## src/hdl/crcfrm_pkg.sv

```systemverilog
// Shared types, constants and the CRC-16/X-25 byte update for the packet framer.
package crcfrm_pkg;

	localparam logic [15:0] CRC_PRESET = 16'hFFFF;
	localparam logic [15:0] CRC_POLY   = 16'h8408;

	localparam int unsigned Q_DEPTH = 4;
	localparam int unsigned Q_PTR_W = $clog2(Q_DEPTH);
	localparam int unsigned Q_CNT_W = $clog2(Q_DEPTH + 1);

	localparam int unsigned APB_ADDR_W = 3;
	localparam int unsigned APB_DATA_W = 32;

	typedef enum logic [2:0] {
		PH_OPCODE  = 3'b001,
		PH_LENGTH  = 3'b010,
		PH_PAYLOAD = 3'b100
	} phase_t;

	typedef struct packed {
		logic [7:0] out_byte;
		logic       last;
		logic       packet_end;
	} result_t;

	// Reflected CRC-16/X-25, one byte, LSB first.
	function automatic logic [15:0] crc_byte(input logic [15:0] acc, input logic [7:0] b);
		logic [15:0] c;
		logic [7:0]  d;
		c = acc;
		d = b;
		for (int k = 0; k < 8; k++) begin
			if (c[0] ^ d[0]) begin
				c = (c >> 1) ^ CRC_POLY;
			end else begin
				c = c >> 1;
			end
			d = d >> 1;
		end
		return c;
	endfunction

endpackage

```

## src/hdl/crcfrm_in_if.sv

```systemverilog
// Byte input channel of the packet framer.
interface crcfrm_in_if;
	logic       valid;
	logic       ready;
	logic [7:0] in_byte;

	modport source (output valid, output in_byte, input ready);
	modport sink   (input valid, input in_byte, output ready);
endinterface

```

## src/hdl/crcfrm_out_if.sv

```systemverilog
// Framed result channel of the packet framer.
interface crcfrm_out_if;
	logic       valid;
	logic       ready;
	logic [7:0] out_byte;
	logic       last;
	logic       packet_end;

	modport source (output valid, output out_byte, output last, output packet_end, input ready);
	modport sink   (input valid, input out_byte, input last, input packet_end, output ready);
endinterface

```

## src/hdl/crc16_x25_packet_framer.sv

```systemverilog
// Top level of the CRC-16/X-25 command packet framer.
// Accepts a packet one byte per request: opcode, length, then length payload bytes.
// Each opcode is preceded by the write_address byte (APB register at offset 0), every
// packet byte is passed through, and after the last payload byte (or after a zero
// length byte) the inverted CRC-16/X-25 follows, low byte first, the high byte flagged
// with packet_end. last marks the final result caused by each input byte. The CRC update
// for a byte is done in the accept cycle and its one to three results go into a 4-entry
// result queue; the output drains one result per cycle while out_chan.ready is high.
// An input byte is taken whenever the queue holds at most one result, so in payload a
// byte is taken every cycle unless output stalls; n payload bytes give n + 5 results.
module crc16_x25_packet_framer (
	input  logic                                 clk,
	input  logic                                 arst_n,
	input  logic                                 psel,
	input  logic                                 penable,
	input  logic                                 pwrite,
	input  logic [crcfrm_pkg::APB_ADDR_W-1:0]    paddr,
	input  logic [crcfrm_pkg::APB_DATA_W-1:0]    pwdata,
	output logic [crcfrm_pkg::APB_DATA_W-1:0]    prdata,
	output logic                                 pready,
	crcfrm_in_if.sink                            in_chan,
	crcfrm_out_if.source                         out_chan
);

	logic [7:0]              write_address_q;
	crcfrm_pkg::phase_t      phase_q, phase_d;
	logic [7:0]              bytes_left_q, bytes_left_d;
	logic [15:0]             crc_q, crc_d;

	crcfrm_pkg::result_t     queue_q [crcfrm_pkg::Q_DEPTH];
	logic [crcfrm_pkg::Q_PTR_W-1:0] head_q, tail_q;
	logic [crcfrm_pkg::Q_CNT_W-1:0] count_q;

	logic                    cfg_wr, reg_sel;
	logic                    push, pop;
	logic [1:0]              push_n;
	crcfrm_pkg::result_t     res0, res1, res2;
	logic [15:0]             crc_upd, crc_fin;
	logic [7:0]              bl_dec;
	logic [7:0]              b;

	// Configuration port
	assign reg_sel = ~paddr[crcfrm_pkg::APB_ADDR_W-1];
	assign cfg_wr  = psel & penable & pwrite & reg_sel;
	assign pready  = 1'b1;
	assign prdata  = reg_sel ? {{(crcfrm_pkg::APB_DATA_W-8){1'b0}}, write_address_q}
	                         : '0;

	always_ff @(posedge clk or negedge arst_n) begin
		if (!arst_n) begin
			write_address_q <= 8'h00;
		end else if (cfg_wr) begin
			write_address_q <= pwdata[7:0];
		end
	end

	// Handshakes
	assign in_chan.ready = (count_q <= crcfrm_pkg::Q_CNT_W'(1));
	assign push          = in_chan.valid & in_chan.ready;
	assign out_chan.valid = (count_q != '0);
	assign pop           = out_chan.valid & out_chan.ready;

	// Framing logic for the accepted byte
	assign b       = in_chan.in_byte;
	assign bl_dec  = bytes_left_q - 8'd1;

	always_comb begin
		phase_d      = phase_q;
		bytes_left_d = bytes_left_q;
		crc_upd      = crcfrm_pkg::crc_byte(crc_q, b);
		crc_d        = crc_upd;
		crc_fin      = ~crc_upd;
		res0         = '{out_byte: b, last: 1'b1, packet_end: 1'b0};
		res1         = '{out_byte: crc_fin[7:0], last: 1'b0, packet_end: 1'b0};
		res2         = '{out_byte: crc_fin[15:8], last: 1'b1, packet_end: 1'b1};
		push_n       = 2'd1;
		unique case (phase_q)
			crcfrm_pkg::PH_LENGTH: begin
				if (b == 8'd0) begin
					res0.last    = 1'b0;
					push_n       = 2'd3;
					crc_d        = crcfrm_pkg::CRC_PRESET;
					bytes_left_d = 8'd0;
					phase_d      = crcfrm_pkg::PH_OPCODE;
				end else begin
					bytes_left_d = b;
					phase_d      = crcfrm_pkg::PH_PAYLOAD;
				end
			end
			crcfrm_pkg::PH_PAYLOAD: begin
				if (bl_dec == 8'd0) begin
					res0.last    = 1'b0;
					push_n       = 2'd3;
					crc_d        = crcfrm_pkg::CRC_PRESET;
					bytes_left_d = 8'd0;
					phase_d      = crcfrm_pkg::PH_OPCODE;
				end else begin
					bytes_left_d = bl_dec;
				end
			end
			default: begin
				crc_d        = crcfrm_pkg::crc_byte(crcfrm_pkg::CRC_PRESET, b);
				bytes_left_d = 8'd0;
				phase_d      = crcfrm_pkg::PH_LENGTH;
				res0         = '{out_byte: write_address_q, last: 1'b0, packet_end: 1'b0};
				res1         = '{out_byte: b, last: 1'b1, packet_end: 1'b0};
				push_n       = 2'd2;
			end
		endcase
	end

	always_ff @(posedge clk or negedge arst_n) begin
		if (!arst_n) begin
			phase_q      <= crcfrm_pkg::PH_OPCODE;
			bytes_left_q <= 8'd0;
			crc_q        <= crcfrm_pkg::CRC_PRESET;
		end else if (push) begin
			phase_q      <= phase_d;
			bytes_left_q <= bytes_left_d;
			crc_q        <= crc_d;
		end
	end

	// Result queue
	always_ff @(posedge clk or negedge arst_n) begin
		if (!arst_n) begin
			head_q  <= '0;
			tail_q  <= '0;
			count_q <= '0;
		end else begin
			if (pop) begin
				head_q <= head_q + crcfrm_pkg::Q_PTR_W'(1);
			end
			if (push) begin
				tail_q <= tail_q + crcfrm_pkg::Q_PTR_W'(push_n);
			end
			count_q <= count_q
			         + (push ? crcfrm_pkg::Q_CNT_W'(push_n) : '0)
			         - crcfrm_pkg::Q_CNT_W'(pop);
		end
	end

	always_ff @(posedge clk) begin
		if (push) begin
			queue_q[tail_q] <= res0;
			if (push_n >= 2'd2) begin
				queue_q[tail_q + crcfrm_pkg::Q_PTR_W'(1)] <= res1;
			end
			if (push_n == 2'd3) begin
				queue_q[tail_q + crcfrm_pkg::Q_PTR_W'(2)] <= res2;
			end
		end
	end

	assign out_chan.out_byte   = queue_q[head_q].out_byte;
	assign out_chan.last       = queue_q[head_q].last;
	assign out_chan.packet_end = queue_q[head_q].packet_end;

endmodule
```

## src/flat_wrapper.sv

```systemverilog
// flat-port wrapper written by rule: the top's interface ports become plain ports
module crc16_x25_packet_framer_flat 
  (clk, arst_n, psel, penable, pwrite, paddr, pwdata, prdata, pready, in_chan_valid, in_chan_in_byte, in_chan_ready, out_chan_valid, out_chan_out_byte, out_chan_last, out_chan_packet_end, out_chan_ready);
  crcfrm_in_if in_chan_i ();
  crcfrm_out_if out_chan_i ();
  input  logic clk;
  input  logic arst_n;
  input  logic psel;
  input  logic penable;
  input  logic pwrite;
  input  logic [crcfrm_pkg::APB_ADDR_W-1:0] paddr;
  input  logic [crcfrm_pkg::APB_DATA_W-1:0] pwdata;
  output logic [crcfrm_pkg::APB_DATA_W-1:0] prdata;
  output logic pready;
  input wire logic [$bits(in_chan_i.valid)-1:0] in_chan_valid;
  input wire logic [$bits(in_chan_i.in_byte)-1:0] in_chan_in_byte;
  output wire logic [$bits(in_chan_i.ready)-1:0] in_chan_ready;
  output wire logic [$bits(out_chan_i.valid)-1:0] out_chan_valid;
  output wire logic [$bits(out_chan_i.out_byte)-1:0] out_chan_out_byte;
  output wire logic [$bits(out_chan_i.last)-1:0] out_chan_last;
  output wire logic [$bits(out_chan_i.packet_end)-1:0] out_chan_packet_end;
  input wire logic [$bits(out_chan_i.ready)-1:0] out_chan_ready;
  assign in_chan_i.valid = in_chan_valid;
  assign in_chan_i.in_byte = in_chan_in_byte;
  assign in_chan_ready = in_chan_i.ready;
  assign out_chan_valid = out_chan_i.valid;
  assign out_chan_out_byte = out_chan_i.out_byte;
  assign out_chan_last = out_chan_i.last;
  assign out_chan_packet_end = out_chan_i.packet_end;
  assign out_chan_i.ready = out_chan_ready;
  crc16_x25_packet_framer u_core (.clk(clk), .arst_n(arst_n), .psel(psel), .penable(penable), .pwrite(pwrite), .paddr(paddr), .pwdata(pwdata), .prdata(prdata), .pready(pready), .in_chan(in_chan_i), .out_chan(out_chan_i));
endmodule
```

## config.mk

```make
export PLATFORM = sky130hd
export DESIGN_NAME = crc16_x25_packet_framer_flat
export DESIGN_NICKNAME = d
export VERILOG_FILES = /design/src/hdl/crcfrm_pkg.sv /design/src/hdl/crcfrm_in_if.sv /design/src/hdl/crcfrm_out_if.sv /design/src/hdl/crc16_x25_packet_framer.sv /design/src/flat_wrapper.sv
export SDC_FILE = /design/constraint.sdc
export NUM_CORES = 1
export LEC_CHECK = 0
export BUFFER_PORTS_ARGS = -buffer_cell sky130_fd_sc_hd__buf_2
export CAP_MARGIN = 20
export CELL_PAD_IN_SITES_DETAIL_PLACEMENT = 0
export CELL_PAD_IN_SITES_GLOBAL_PLACEMENT = 1
export CORE_MARGIN = 5
export CORE_UTILIZATION = 47
export CTS_CLUSTER_DIAMETER = 30
export DETAILED_ROUTE_END_ITERATION = 16
export GPL_TIMING_DRIVEN = 0
export MAX_ROUTING_LAYER = met4
export PLACE_DENSITY_LB_ADDON = 0.25
export SLEW_MARGIN = 20
export SYNTH_ARGS = -nofsm -noshare
export SYNTH_HDL_FRONTEND = slang
export SYNTH_SLANG_ARGS = --single-unit
```

## constraint.sdc

```tcl
create_clock -name clk -period 7.3 [get_ports clk]
set_input_delay 0.73 -clock clk [delete_from_list [all_inputs] [get_ports clk]]
set_output_delay 0.73 -clock clk [all_outputs]
set_load 0.05 [all_outputs]
```

Word-level counts from Yosys, hierarchy flattened

Memory sizes are Yosys's and may differ from the RTL's.
Cells that the tools add are included.

Register bits: 42
Memory bits (writable): 40
Input port bits: 50
Output and inout bits: 45
Word-level logic and storage cells: 113
Memories kept: 1

Memories:

| memory         | depth | width | read ports | clocked after memory_dff | wr ports | line                          | source |
|---|---|---|---|---|---|---|---|
| u_core.queue_q | 4     | 10    | 1          | 0                        | 3        | crc16_x25_packet_framer.sv:30 | `crcfrm_pkg::result_t queue_q [crcfrm_pkg::Q_DEPTH];` |

Add/sub/neg operators: 7
Order comparisons: 2
Eq/ne operators: 4
Mux-type cells: 50
Bitwise gates (word level): 37
Reduce and logical (&&, ||, !) cells: 5

Operators with widths:

| cell                  | number |
|---|---|
| $mux W16              | 25 |
| $not A2 Y3            | 15 |
| $mux W8               | 4 |
| $pmux W16 S2          | 1 |
| $logic_not A8 Y1      | 2 |
| $not A16 Y16          | 1 |
| $pmux W8 S2           | 1 |
| $xor A1 B1 Y1         | 15 |
| $mux W1               | 10 |
| $mux W10              | 1 |
| $sub A8 B1 Y8 const B | 1 |
| $mux W2               | 3 |
| $mux W3               | 2 |
| $pmux W3 S2           | 1 |
| $and A1 B1 Y1         | 5 |
| $add A2 B1 Y2 const B | 2 |
| $pmux W2 S2           | 1 |
| $add A3 B3 Y3         | 1 |
| $eq A3 B2 Y1 const B  | 1 |
| $eq A3 B3 Y1 const B  | 1 |
| $le A3 B1 Y1 const B  | 1 |
| $reduce_bool A3 Y1    | 1 |
| $sub A3 B1 Y3         | 1 |
| $add A2 B2 Y2         | 1 |
| other kinds (8)       | 8 |

Logic depth before layout (Yosys ltp)

Gate-level depths: netlist (run 1).

Depth in word-level cells: 24
Gate-level depth with buffers: 12
Depth with buffers taken out: 11

Worst setup path before layout (run 1)

No wires, ideal clock.

Path kind: flip-flop to flip-flop
Start point: register u_core.count_q[2] (netlist name)
End point: register u_core.count_q[2] (netlist name)
Library setup time: 0.124 ns
Data arrival time: 3.128 ns
Required time: 7.176 ns
Setup slack: 4.048 ns
Cell stages (with the launch flop): 11
Buffers on the path: 0
Period minus slack after synthesis: 3.252 ns
Cell sequence: dfrtp_1 > nor2_1 > nand2_1 > and2_1 > ha_1 > inv_1 > ha_1 > inv_1 > fa_1 > xor2_1 > xnor2_1

Cells in the longest elaborated chain, start to end: 5
Elaborated cells on any way between the ends: 7
Those cells by class: add/sub (2); order compare (1); mux (1); bitwise (2); reduce/logical (1)

RTL lines:

| element                  | line                           | source |
|---|---|---|
| start: declaration       | crc16_x25_packet_framer.sv:32  | `logic [crcfrm_pkg::Q_CNT_W-1:0] count_q;` |
| start signal: assignment | crc16_x25_packet_framer.sv:137 | `count_q <= count_q` |
| $le A3 B1 Y1             | crc16_x25_packet_framer.sv:58  | `assign in_chan.ready = (count_q <= crcfrm_pkg::Q_CNT_W'(1));` |
| named net in_chan_ready  | flat_wrapper.sv:17             | `output wire logic [$bits(in_chan_i.ready)-1:0] in_chan_ready;` |
| $and A1 B1 Y1            | crc16_x25_packet_framer.sv:59  | `assign push = in_chan.valid & in_chan.ready;` |
| $mux W2                  | crc16_x25_packet_framer.sv:138 | `+ (push ? crcfrm_pkg::Q_CNT_W'(push_n) : '0)` |
| $add A3 B3 Y3            | crc16_x25_packet_framer.sv:138 |  |
| $sub A3 B1 Y3            | crc16_x25_packet_framer.sv:139 | `- crcfrm_pkg::Q_CNT_W'(pop);` |

The timed path passes the listed nets, and every way through them passes these cells.
A chain may end at the register's enable or synchronous reset.

Final worst setup path (run 1)

Start point: register u_core.bytes_left_q[1]
End point: register u_core.count_q[2] (netlist name)

Cells in the longest elaborated chain, start to end: 7

RTL lines:

| element                  | line                           | source |
|---|---|---|
| start: declaration       | crc16_x25_packet_framer.sv:27  | `logic [7:0] bytes_left_q, bytes_left_d;` |
| start signal: assignment | crc16_x25_packet_framer.sv:119 | `bytes_left_q <= bytes_left_d;` |
| $sub A8 B1 Y8            | crc16_x25_packet_framer.sv:65  | `assign bl_dec = bytes_left_q - 8'd1;` |
| $logic_not A8 Y1         | crc16_x25_packet_framer.sv:91  | `if (bl_dec == 8'd0) begin` |
| $mux W2                  | crc16_x25_packet_framer.sv:91  |  |
| $pmux W2 S2              | crc16_x25_packet_framer.sv:77  | `unique case (phase_q)` |
| $mux W2                  | crc16_x25_packet_framer.sv:138 |  |
| $add A3 B3 Y3            | crc16_x25_packet_framer.sv:138 |  |
| $sub A3 B1 Y3            | crc16_x25_packet_framer.sv:139 |  |

No other way between the ends.

==> results of run 1 <==
[per-stage QoR]
step           instance area (sq um)  setup slack, ns  hold slack (ns)
5_1_grt                         6510             3.61            0.429
3_3_place_gp                    6210             3.71            0.446
6_report                        6510             3.79            0.378
4_1_cts                         6510             3.82            0.467
3_5_place_dp                    6210             3.71            0.459
2_1_floorplan                   5840             4.05            0.431
[per-layer routing]
layer	global-route usage (%)	wire (microns)
met3	3.27	1210
met4	11.1	620
met2	39.5	8250
met5	-	0
met1	34.7	7820
[logic make-up (layout without fill, tap and decap cells)]
| kind of cell | Yosys count | after routing | synth area share (%) |
|---|---|---|---|
| buffers and inverters | 82 | 137 | 7.88 |
| other | 2 | 25 | 0.131 |
| DFF | 82 | 82 | 38.2 |
| and+or+nand+nor | 185 | 185 | 16.1 |
| adders and majority gates | 7 | 7 | 1.65 |
| xor gates and xnor gates | 45 | 45 | 8.49 |
| muxes | 21 | 21 | 6.03 |
| AOI/OAI and AO/OA | 194 | 194 | 21.6 |
[power groups by stage]
stage	Clock [W]	Sequential (W)	Combinational (W)
2_1_floorplan	0	0.000785	0.00144
3_3_place_gp	0	0.000812	0.00191
3_5_place_dp	0	0.000819	0.00191
4_1_cts	0.000461	0.000811	0.00192
5_1_grt	0.000484	0.000829	0.00211
6_report	0.000453	0.000812	0.00196
[final timing paths]
kind | from | end | slack, ns | depth (start not counted)
setup / recovery | u_core.bytes_left_q[1] | u_core.count_q[2] | 3.79 | 12
hold / removal | arst_n | u_core.count_q[0] | 0.38 | 1
setup reg to reg | u_core.bytes_left_q[1] | u_core.count_q[2] | 3.79 | 12
hold reg to reg | u_core.queue_q[0][0] | u_core.queue_q[0][0] | 0.46 | 2
max in group asynchronous | arst_n | u_core.write_address_q[3] | 6.51 | 1
min in group clk | u_core.queue_q[0][0] | u_core.queue_q[0][0] | 0.46 | 2
[placed cells by master (no fill, tap or decap), drive strengths merged, types with 4 or more instances in the layout]
cell type,Yosys,routed
nor2b,8,8
o211ai,4,4
a22oi,12,12
mux2,9,9
dfstp,17,17
o22ai,13,13
nor2,43,43
a21o,5,5
a211oi,12,12
nand3,20,20
buf,43,82
clkinv,2,6
edfxtp,32,32
o21ai,50,50
nor3,19,19
nor3b,5,5
xnor2,25,25
inv,14,14
ha,6,6
dfrtp,25,25
xor2,14,14
dfxtp,8,8
o211a,6,6
a31oi,14,14
nor4,6,6
nand2,59,59
mux4,10,10
and3,11,11
conb,2,25
o22a,5,5
clkbuf,23,33
a21oi,54,54
[synthesized netlist by cell type (17+ instances only)]
master / n
nand2_1: 57
a21oi_1: 52
o21ai_0: 46
nor2_1: 40
edfxtp_1: 32
buf_4: 28
dfrtp_1: 25
xnor2_1: 24
clkbuf_1: 23
nand3_1: 20
dfstp_2: 17
nor3_1: 17
[sequential cells by signal, summed over array words and instances (netlist names)]
name	flops
u_core.bytes_left_q	8
u_core.count_q	3
u_core.crc_q	16
u_core.head_q	2
u_core.phase_q	3
u_core.queue_q	40
u_core.tail_q	2
u_core.write_address_q	8
[area by class of cell]
class | instances | share of cell area (%)
Timing Repair Buffer | 39 | 3.04
Multi-Input combinational cell | 477 | 49.0
Sequential cell | 82 | 33.7
Tap cell | 147 | 2.82
Clock buffer | 10 | 3.67
Inverter | 16 | 0.922
Clock inverter | 6 | 0.865
Buffer | 66 | 6.03
==> metrics.txt, run 1 <==
outcome finished clean; Slew @ Worst Pin 1.03 ns; synthesized instance count roughly 600; WP data arrival about 3.7 ns; Fmax 285 MHz; critical path buffer and inverter count 2; CTS Root Cell clkbuf_16; Final Util a little over half; #FFs+latches synth slightly above 80; Post-synth EDFFs 32; 1st-pass router iterations 5; antenna-violating nets left 0; postcts setup bufs 0; chip width between 100 and 150 microns; total wire length roughly 18 mm; CP Cell Sequence inv_1 -> ha_1 -> or3b_1 -> nor4b_4 -> a21oi_4 -> buf_6 -> nand2_2 -> nand2_1 -> ha_1 -> fa_1 -> xor2_1 -> xnor2_1; Vias between 5000 and 6000; max cap viols 0; Clock Path Buffers 2; worst path required time roughly 7.5 ns; register area 0.00219 sq mm; post-DR wirelength/cell 21.2 microns; final global-route overflow total 0; setup_tns 0 ns; Critical Path Slowest Stage Cell nor4b_4; area grow syn2layout 13.3%; initial antenna violation count 0; Skew-Pair Late Insertion Delay between 0.3 and 0.4 ns; Worst slew margin 30.8%; kind of critical path flop to flop; sequential share of power 25.2%; Worst setup EP type flop; Final period util a little under 50%; syn avg cell area 9.30 sq um; die height approximately 120 microns; Combinational Power Share approximately three fifths; share of cells above drive strength 1 between 20% and 30%; Mapped Area ~0.0057 sq mm; starting density of the core between 40% and 50%; cell accounting for the most synthesized area edfxtp_1; vias in the first global route 4914; worst clock skew about 0.0056 ns; CTS buffer count 9; Iteration-0 DRC Markers roughly 500; Synth area leaders edfxtp_1 (17%), dfrtp_1 (11%), dfstp_2 (7.8%); top fanout value on the critical path 10; Final HPWL DP ~14 mm; leakage 2.67 nW; Hold Fails Final Rpt 0; Sw Pwr roughly 0.0016 W; Die ar. approximately 0.015 sq mm; Post-CTS Hold Buffers 0; final setup fails 0; Core Box Area 0.0120 sq mm; CTS tree built; Ys Warns 0; asr flop ratio synth 51.2%; Total Power ~0.0032 W; boundary pin count 95; register area share after synthesis 38.2%; CTS Sinks 82; H-tree levels 3; area of the multi-input gates between 0.003 and 0.004 sq mm; final std cells w/o fill 843; post-layout net count approximately 750; Yosys top cell area share roughly 17%; Power Density 495 mW/mm^2; Residual DRC 0; VDD IR-drop max 255 uV; cell family with most CP delay simple AND/OR/NAND/NOR gates; Pint ~0.0016 W; Synth Flop Type edfxtp_1; Via density roughly 6; dpl cells roughly 830; global-route wire length before repair between 20 and 30 mm; Hold Crit Class input port to asynchronous set/reset pin; startpoint types flop; Port Buf Inserts 39; gp weighted congestion approximately 0.95; sw frac 49.5%; min Tclk post-route 3.51 ns; Slew Limit Fails 0; number of distinct library cells after synthesis 68; most frequent cell on the critical path ha_1; clock power share between 10% and 20%; FP Rows 40; FILL cells between 1000 and 1500; Inserted Diodes 0; slowest stage delay, CP about 0.49 ns; Post-CTS Resized 0; clk slew on worst S/H paths 0.06 ns; GRT Overall Usage between 20% and 30%; RSZ-0062 raised after global routing false; maximum number of pins on one net before global-route repair 43
Power figures use the tool's default switching activity.
==> inputs of run 2 (changes only) <==
Settings changed: ABC_AREA from default to 1, CORE_UTILIZATION 47 to 41.
Clock period 7.3 ns to 3.3 ns, I/O delays scaled along.
==> run 2 against run 1 <==
  * The run now ends with hold timing left
  * Critical path type unchanged
  * Sequential share of layout area decreased by 1.3 points
  * Sequential cell count unchanged
  * Non-clock buffer count decreased by 2
  * Critical path depth increased by 6
  * Largest power group unchanged
  * Via count increased by 12%
  * Setup slack got worse by 3.6 ns
==> metrics.txt, run 2 <==
final std cells w/o fill 1110; Hold Fails Final Rpt 4; Skew-Pair Late Insertion Delay 0.35 ns; Fmax 324 MHz; Crit Reg-Reg Endpoint u_core.count_q[2]; cell accounting for the most synthesized area edfxtp_1; RSZ-0062 raised after global routing false; WP data arrival 3.35 ns; total wire length around 19 mm; Synth Area in Adders between 1.5 and 2%; #FFs+latches synth 82; initial antenna violation count 0; worst reg-to-reg setup slack around 0.22 ns; commonest non-fill, non-tap cell in the layout nand2_1; Iteration-0 DRC Markers between 400 and 500; FP Rows 44; Residual DRC 0; top fanout value on the critical path 10; synthesized instance count ~850; CP startpoint u_core.bytes_left_q[0]; 1st-pass router iterations 5; chip width between 100 and 150 microns; syn avg cell area approximately 7.1 sq um; number of distinct library cells after synthesis 42; starting density of the core a little over 40%; maximum number of pins on one net before global-route repair 43; antenna-violating nets left 0; Slew Limit Fails 0; Slew @ Worst Pin 0.836 ns; area of the multi-input gates roughly 0.0031 sq mm; global-route wire length before repair 29.0 mm; Synth Flop Type edfxtp_1; Final period util between 90% and 100%; worst reg-to-reg path cell count 18; Post-synth EDFFs 32; worst setup path end u_core.count_q[2]; setup_tns 0 ns; Mapped Area approximately 0.0060 sq mm; post-layout net count 978; area grow syn2layout 13.5%; FILL cells around 1600; Yosys top cell area share around 16%; register area 0.00219 sq mm; top cells by count, synth nand2_1 (243), inv_1 (87), nand3_1 (77); FF-to-FF Start u_core.bytes_left_q[0]; asr flop ratio synth between 50% and 60%; post-DR wirelength/cell roughly 17 microns; Largest regs u_core.queue_q (40), u_core.crc_q (16); Die ar. between 0.015 and 0.02 sq mm; Hold Crit Class input port to asynchronous set/reset pin; Power Density between 900 and 1000 mW/mm^2; vias in the first global route approximately 5300; Final HPWL DP roughly 15 mm; Via density about 5.2; Ys Warns 0; CTS tree built; most frequent cell after synthesis nand2_1; leakage around 3.3 nW; startpoint types flop; Vias around 5700; final global-route overflow total 0; min Tclk post-route roughly 3.1 ns; Largest register FFs 40; final setup fails 0; VDD IR-drop max between 300 and 400 uV; H-tree levels 3; Clock Path Buffers 2; GRT Overall Usage 23.0%; largest family of logic cells by synthesized area simple AND/OR/NAND/NOR gates; CTS Root Cell clkbuf_16; gp weighted congestion ~0.92; dpl cells about 1100; Biggest register u_core.queue_q; Worst slew margin 43.7%; die height ~130 microns; Post-CTS Resized 0; CTS Sinks 82; Post-CTS Hold Buffers 0; kind of critical path flop to flop; worst clock skew approximately 0.009 ns; worst path required time roughly 3.6 ns; outcome finished with violations; boundary pin count 95; CTS buffer count 9; Synth Area in XOR/XNOR ~2.3%; Post-Synth Simple-Gate Area approximately 35%; register area share after synthesis 36.7%; mux share of post-synthesis cell area 0%; Port Buf Inserts between 40 and 50; most frequent cells in the layout nand2_1 (243), inv_1 (87), nand3_1 (77); violated checks hold timing; Core Box Area between 0.01 and 0.015 sq mm; Synth area leaders edfxtp_1 (16%), nand2_1 (15%), dfrtp_1 (10%); postcts setup bufs 0; max cap viols 0; Compound-Gate Fraction of Synth Area a little under an eighth; share of cells above drive strength 1 between 10% and 20%; Worst setup EP type flop; Inserted Diodes 0; hold slack -0.0142 ns; clk slew on worst S/H paths about 0.06 ns
==> run 2: stage by stage <==
stage | power, W | hold slack, ns | util [%] | area (sq um) | worst slack (ns)
after detailed placement | 0.00570 | 0.432 | 45.0 | 6490 | 0.0853
after CTS | 0.00663 | 0.217 | 46.8 | 6760 | 0.0596
after global placement | 0.00568 | 0.431 | 45.0 | 6490 | 0.136
after floorplan | 0.00466 | 0.0344 | - | 6060 | 0.460
after global routing | 0.00720 | 0.0241 | 47.0 | 6770 | 0.00495
final | 0.00664 | -0.0142 | 47.0 | 6770 | 0.218
==> run 2: worst min-delay path by stage <==
| stage | from | endpoint | slack, ns | depth (start not counted) |
|---|---|---|---|---|
| floorplan | arst_n | u_core.bytes_left_q[0] | 0.03 | 0 |
| global placement | u_core.queue_q[2][0] | u_core.queue_q[2][0] | 0.43 | 2 |
| detailed placement | u_core.queue_q[2][0] | u_core.queue_q[2][0] | 0.43 | 2 |
| CTS | arst_n | u_core.head_q[1] | 0.22 | 1 |
| global route | arst_n | u_core.head_q[1] | 0.02 | 1 |
| finish | arst_n | u_core.head_q[1] | -0.01 | 1 |
==> run 2: logic make-up (layout without fill, tap and decap cells) <==
| family | count (synthesis) | count (layout) |
|---|---|---|
| compound gates | 119 | 119 |
| xor+xnor | 14 | 14 |
| fa+ha+maj | 7 | 7 |
| buf+inv | 160 | 217 |
| flops | 82 | 82 |
| other cells | 2 | 25 |
| simple gates | 462 | 462 |
==> run 2: layout make-up <==
type,count,share of cell area [%]
Buffer,62,5.69
Clock buffer,10,3.38
Clock inverter,6,0.517
Inverter,98,5.43
Multi-Input combinational cell,627,46.1
Sequential cell,82,32.4
Tap cell,184,3.40
Timing Repair Buffer,41,3.07
==> run 2: routing by layer <==
layer  wire length (microns)  GRT usage [%]  vias to the layer above
met5                       0              -                        -
met4                     414           7.14                        0
met3                     901           3.41                       27
met2                    8860           37.1                      165
met1                    8380           30.1                     2625
li1                        -              -                     2908
==> run 2: critical path: stages (launching register included) <==
cell     delay (ns)
dfrtp_1        0.41
inv_2          0.14
ha_4           0.18
inv_1          0.04
nand2_1        0.05
nand2_1        0.08
nor2_1         0.09
nand3_1        0.11
nor2_2         0.15
nand2_4        0.11
nand2_4        0.08
buf_8          0.17
nand2_2        0.12
nor2_2         0.13
inv_1          0.06
ha_1           0.29
fa_1           0.44
xnor2_1        0.18
xor2_1         0.16
==> run 2: power by group <==
| part | switching (W) | internal, W |
|---|---|---|
| Sequential | 0.000227 | 0.00154 |
| Combinational | 0.00284 | 0.00113 |
| Clock | 0.000405 | 0.000504 |
==> inputs of run 3 (changes only) <==
Settings changed: MAX_ROUTING_LAYER met4 to default.
==> run 3 against run 2 <==
  * The run still ends with hold timing left
  * First-iteration DRC count rose by 3.9%
  * Register-to-register slack about the same
  * Setup slack better by 0.0096 ns
  * Clock skew is 0.0018 ns higher
  * Clock-buffer cell count stayed put
  * Sequential share of layout area stayed put
  * Largest power group unchanged
  * Die area stayed put
  * Largest cell class unchanged
  * Clock power is 0.8% higher
  * Maximum frequency increased by 0.31%
  * Power grew 0.13%
  * Final area stayed put
  * Sequential cell count unchanged
==> metrics.txt, run 3 (same netlist as run 2, synthesis figures left out) <==
FF-to-FF Start u_core.bytes_left_q[0]; commonest non-fill, non-tap cell in the layout nand2_1; CTS tree built; worst setup path end u_core.count_q[2]; Port Buf Inserts 41; worst clock skew between 0.01 and 0.015 ns; CTS Sinks 82; register area about 0.0022 sq mm; CP startpoint u_core.bytes_left_q[0]; Vias 5707; setup_tns 0 ns; post-DR wirelength/cell between 15 and 20 microns; total wire length roughly 18 mm; 1st-pass router iterations 5; Final period util 93.1%; postcts setup bufs 0; clock power share between 10% and 20%; CTS Root Cell clkbuf_16; worst reg-to-reg setup slack around 0.23 ns; Residual DRC 0; sw frac 52.4%; outcome finished with violations; Biggest register u_core.queue_q; Worst slew margin between 40% and 50%; Die ar. about 0.017 sq mm; final global-route overflow total 0; clk slew on worst S/H paths about 0.060 ns; post-layout net count between 900 and 1000; starting density of the core 41.4%; min Tclk post-route just over 3 ns; WP data arrival 3.34 ns; Pint between 0.003 and 0.004 W; Sw Pwr about 0.0035 W; GRT Overall Usage between 20% and 30%; FP Rows 44; leakage ~3.3 nW; Hold Crit Class input port to asynchronous set/reset pin; antenna-violating nets left 0; max cap viols 0; RSZ-0062 raised after global routing false; startpoint types flop; Hold Fails Final Rpt 4; Power Density 982 mW/mm^2; kind of critical path flop to flop; dpl cells roughly 1100; gp weighted congestion 0.909; H-tree levels 3; Largest regs u_core.queue_q (40), u_core.crc_q (16); Fmax about 330 MHz; area of the multi-input gates between 0.003 and 0.004 sq mm; Largest register FFs 40; worst path required time about 3.6 ns; final std cells w/o fill between 1000 and 1500; top fanout value on the critical path 10; Worst setup EP type flop; Crit Reg-Reg Endpoint u_core.count_q[2]; Slew Limit Fails 0; die height about 130 microns; initial antenna violation count 0; worst reg-to-reg path cell count 18; Skew-Pair Late Insertion Delay about 0.35 ns; FILL cells about 1600; final setup fails 0; CTS buffer count 9; Combinational Power Share about three fifths; VDD IR-drop max 381 uV; area grow syn2layout 13.5%; Iteration-0 DRC Markers between 400 and 500; chip width approximately 130 microns; violated checks hold timing; Via density just over 5; Slew @ Worst Pin between 0.8 and 0.9 ns; vias in the first global route ~5300; hold slack -0.0155 ns; boundary pin count 95; share of cells above drive strength 1 about 17%; Final HPWL DP ~15 mm; Clock Path Buffers 2; maximum number of pins on one net before global-route repair 43; Post-CTS Hold Buffers 0; most frequent cells in the layout nand2_1 (243), inv_1 (87), nand3_1 (77); sequential share of power between 20% and 30%; Inserted Diodes 0; global-route wire length before repair 29.0 mm; Core Box Area between 0.01 and 0.015 sq mm
-- run 3: cell counts in the layout (fill, tap and decap cells not counted) --
Identical to the previous run, type by type.
-- run 3: cell type report --
class                   instances  share of cell area, %
multi-input cells             627                   46.1
flip-flops and latches         82                   32.4
plain buffers                  62                   5.69
inverters                      98                   5.43
well taps                     184                   3.40
clock buffers                  10                   3.38
repair buffers                 41                   3.07
clock inverters                 6                  0.517
-- run 3: critical path, stage by stage (launching register included) --
cell	delay [ns]
dfrtp_1	0.41
inv_2	0.14
ha_4	0.18
inv_1	0.04
nand2_1	0.05
nand2_1	0.08
nor2_1	0.09
nand3_1	0.11
nor2_2	0.15
nand2_4	0.11
nand2_4	0.08
buf_8	0.16
nand2_2	0.13
nor2_2	0.13
inv_1	0.06
ha_1	0.29
fa_1	0.44
xnor2_1	0.18
xor2_1	0.16
-- run 3: what timing repair did --
action	in CTS	in global routing
hold endpoints to repair	0	0
gates resized for setup	0	3
endpoints found under the setup margin	0	1
-- run 3: through the flow --
stage	hold WS (ns)	power, W	area (sq um)	worst slack, ns	util (%)
final	-0.0155	0.00665	6770	0.227	47.0
after detailed placement	0.432	0.00570	6490	0.0853	45.0
after global routing	0.0241	0.00720	6770	0.00492	47.0
after floorplan	0.0344	0.00466	6060	0.460	-
after CTS	0.217	0.00663	6760	0.0596	46.8
after global placement	0.431	0.00568	6490	0.136	45.0
-- run 3: how the worst min path moves through the flow --
stage,from,to
2_1_floorplan,arst_n,u_core.bytes_left_q[0]
3_3_place_gp,u_core.queue_q[2][0],u_core.queue_q[2][0]
3_5_place_dp,u_core.queue_q[2][0],u_core.queue_q[2][0]
4_1_cts,arst_n,u_core.head_q[1]
5_1_grt,arst_n,u_core.head_q[1]
6_report,arst_n,u_core.head_q[1]
-- run 3: power by group through the flow --
| stage | Combinational (W) | Sequential, W | Clock (W) |
|---|---|---|---|
| floorplan | 0.00295 | 0.00171 | 0 |
| global placement | 0.00391 | 0.00177 | 0 |
| detailed placement | 0.00393 | 0.00178 | 0 |
| CTS | 0.00393 | 0.00176 | 0.000936 |
| global route | 0.00442 | 0.00180 | 0.000980 |
| finish | 0.00397 | 0.00177 | 0.000916 |
-- run 3: layer usage --
layer | global-route usage (%) | wire length [microns] | vias to the layer above
met3 | 3.41 | 944 | 28
met4 | 7.14 | 430 | 0
li1 | - | - | 2905
met1 | 30.0 | 8270 | 2598
met2 | 37.1 | 8860 | 176
met5 | 0 | 0 | -
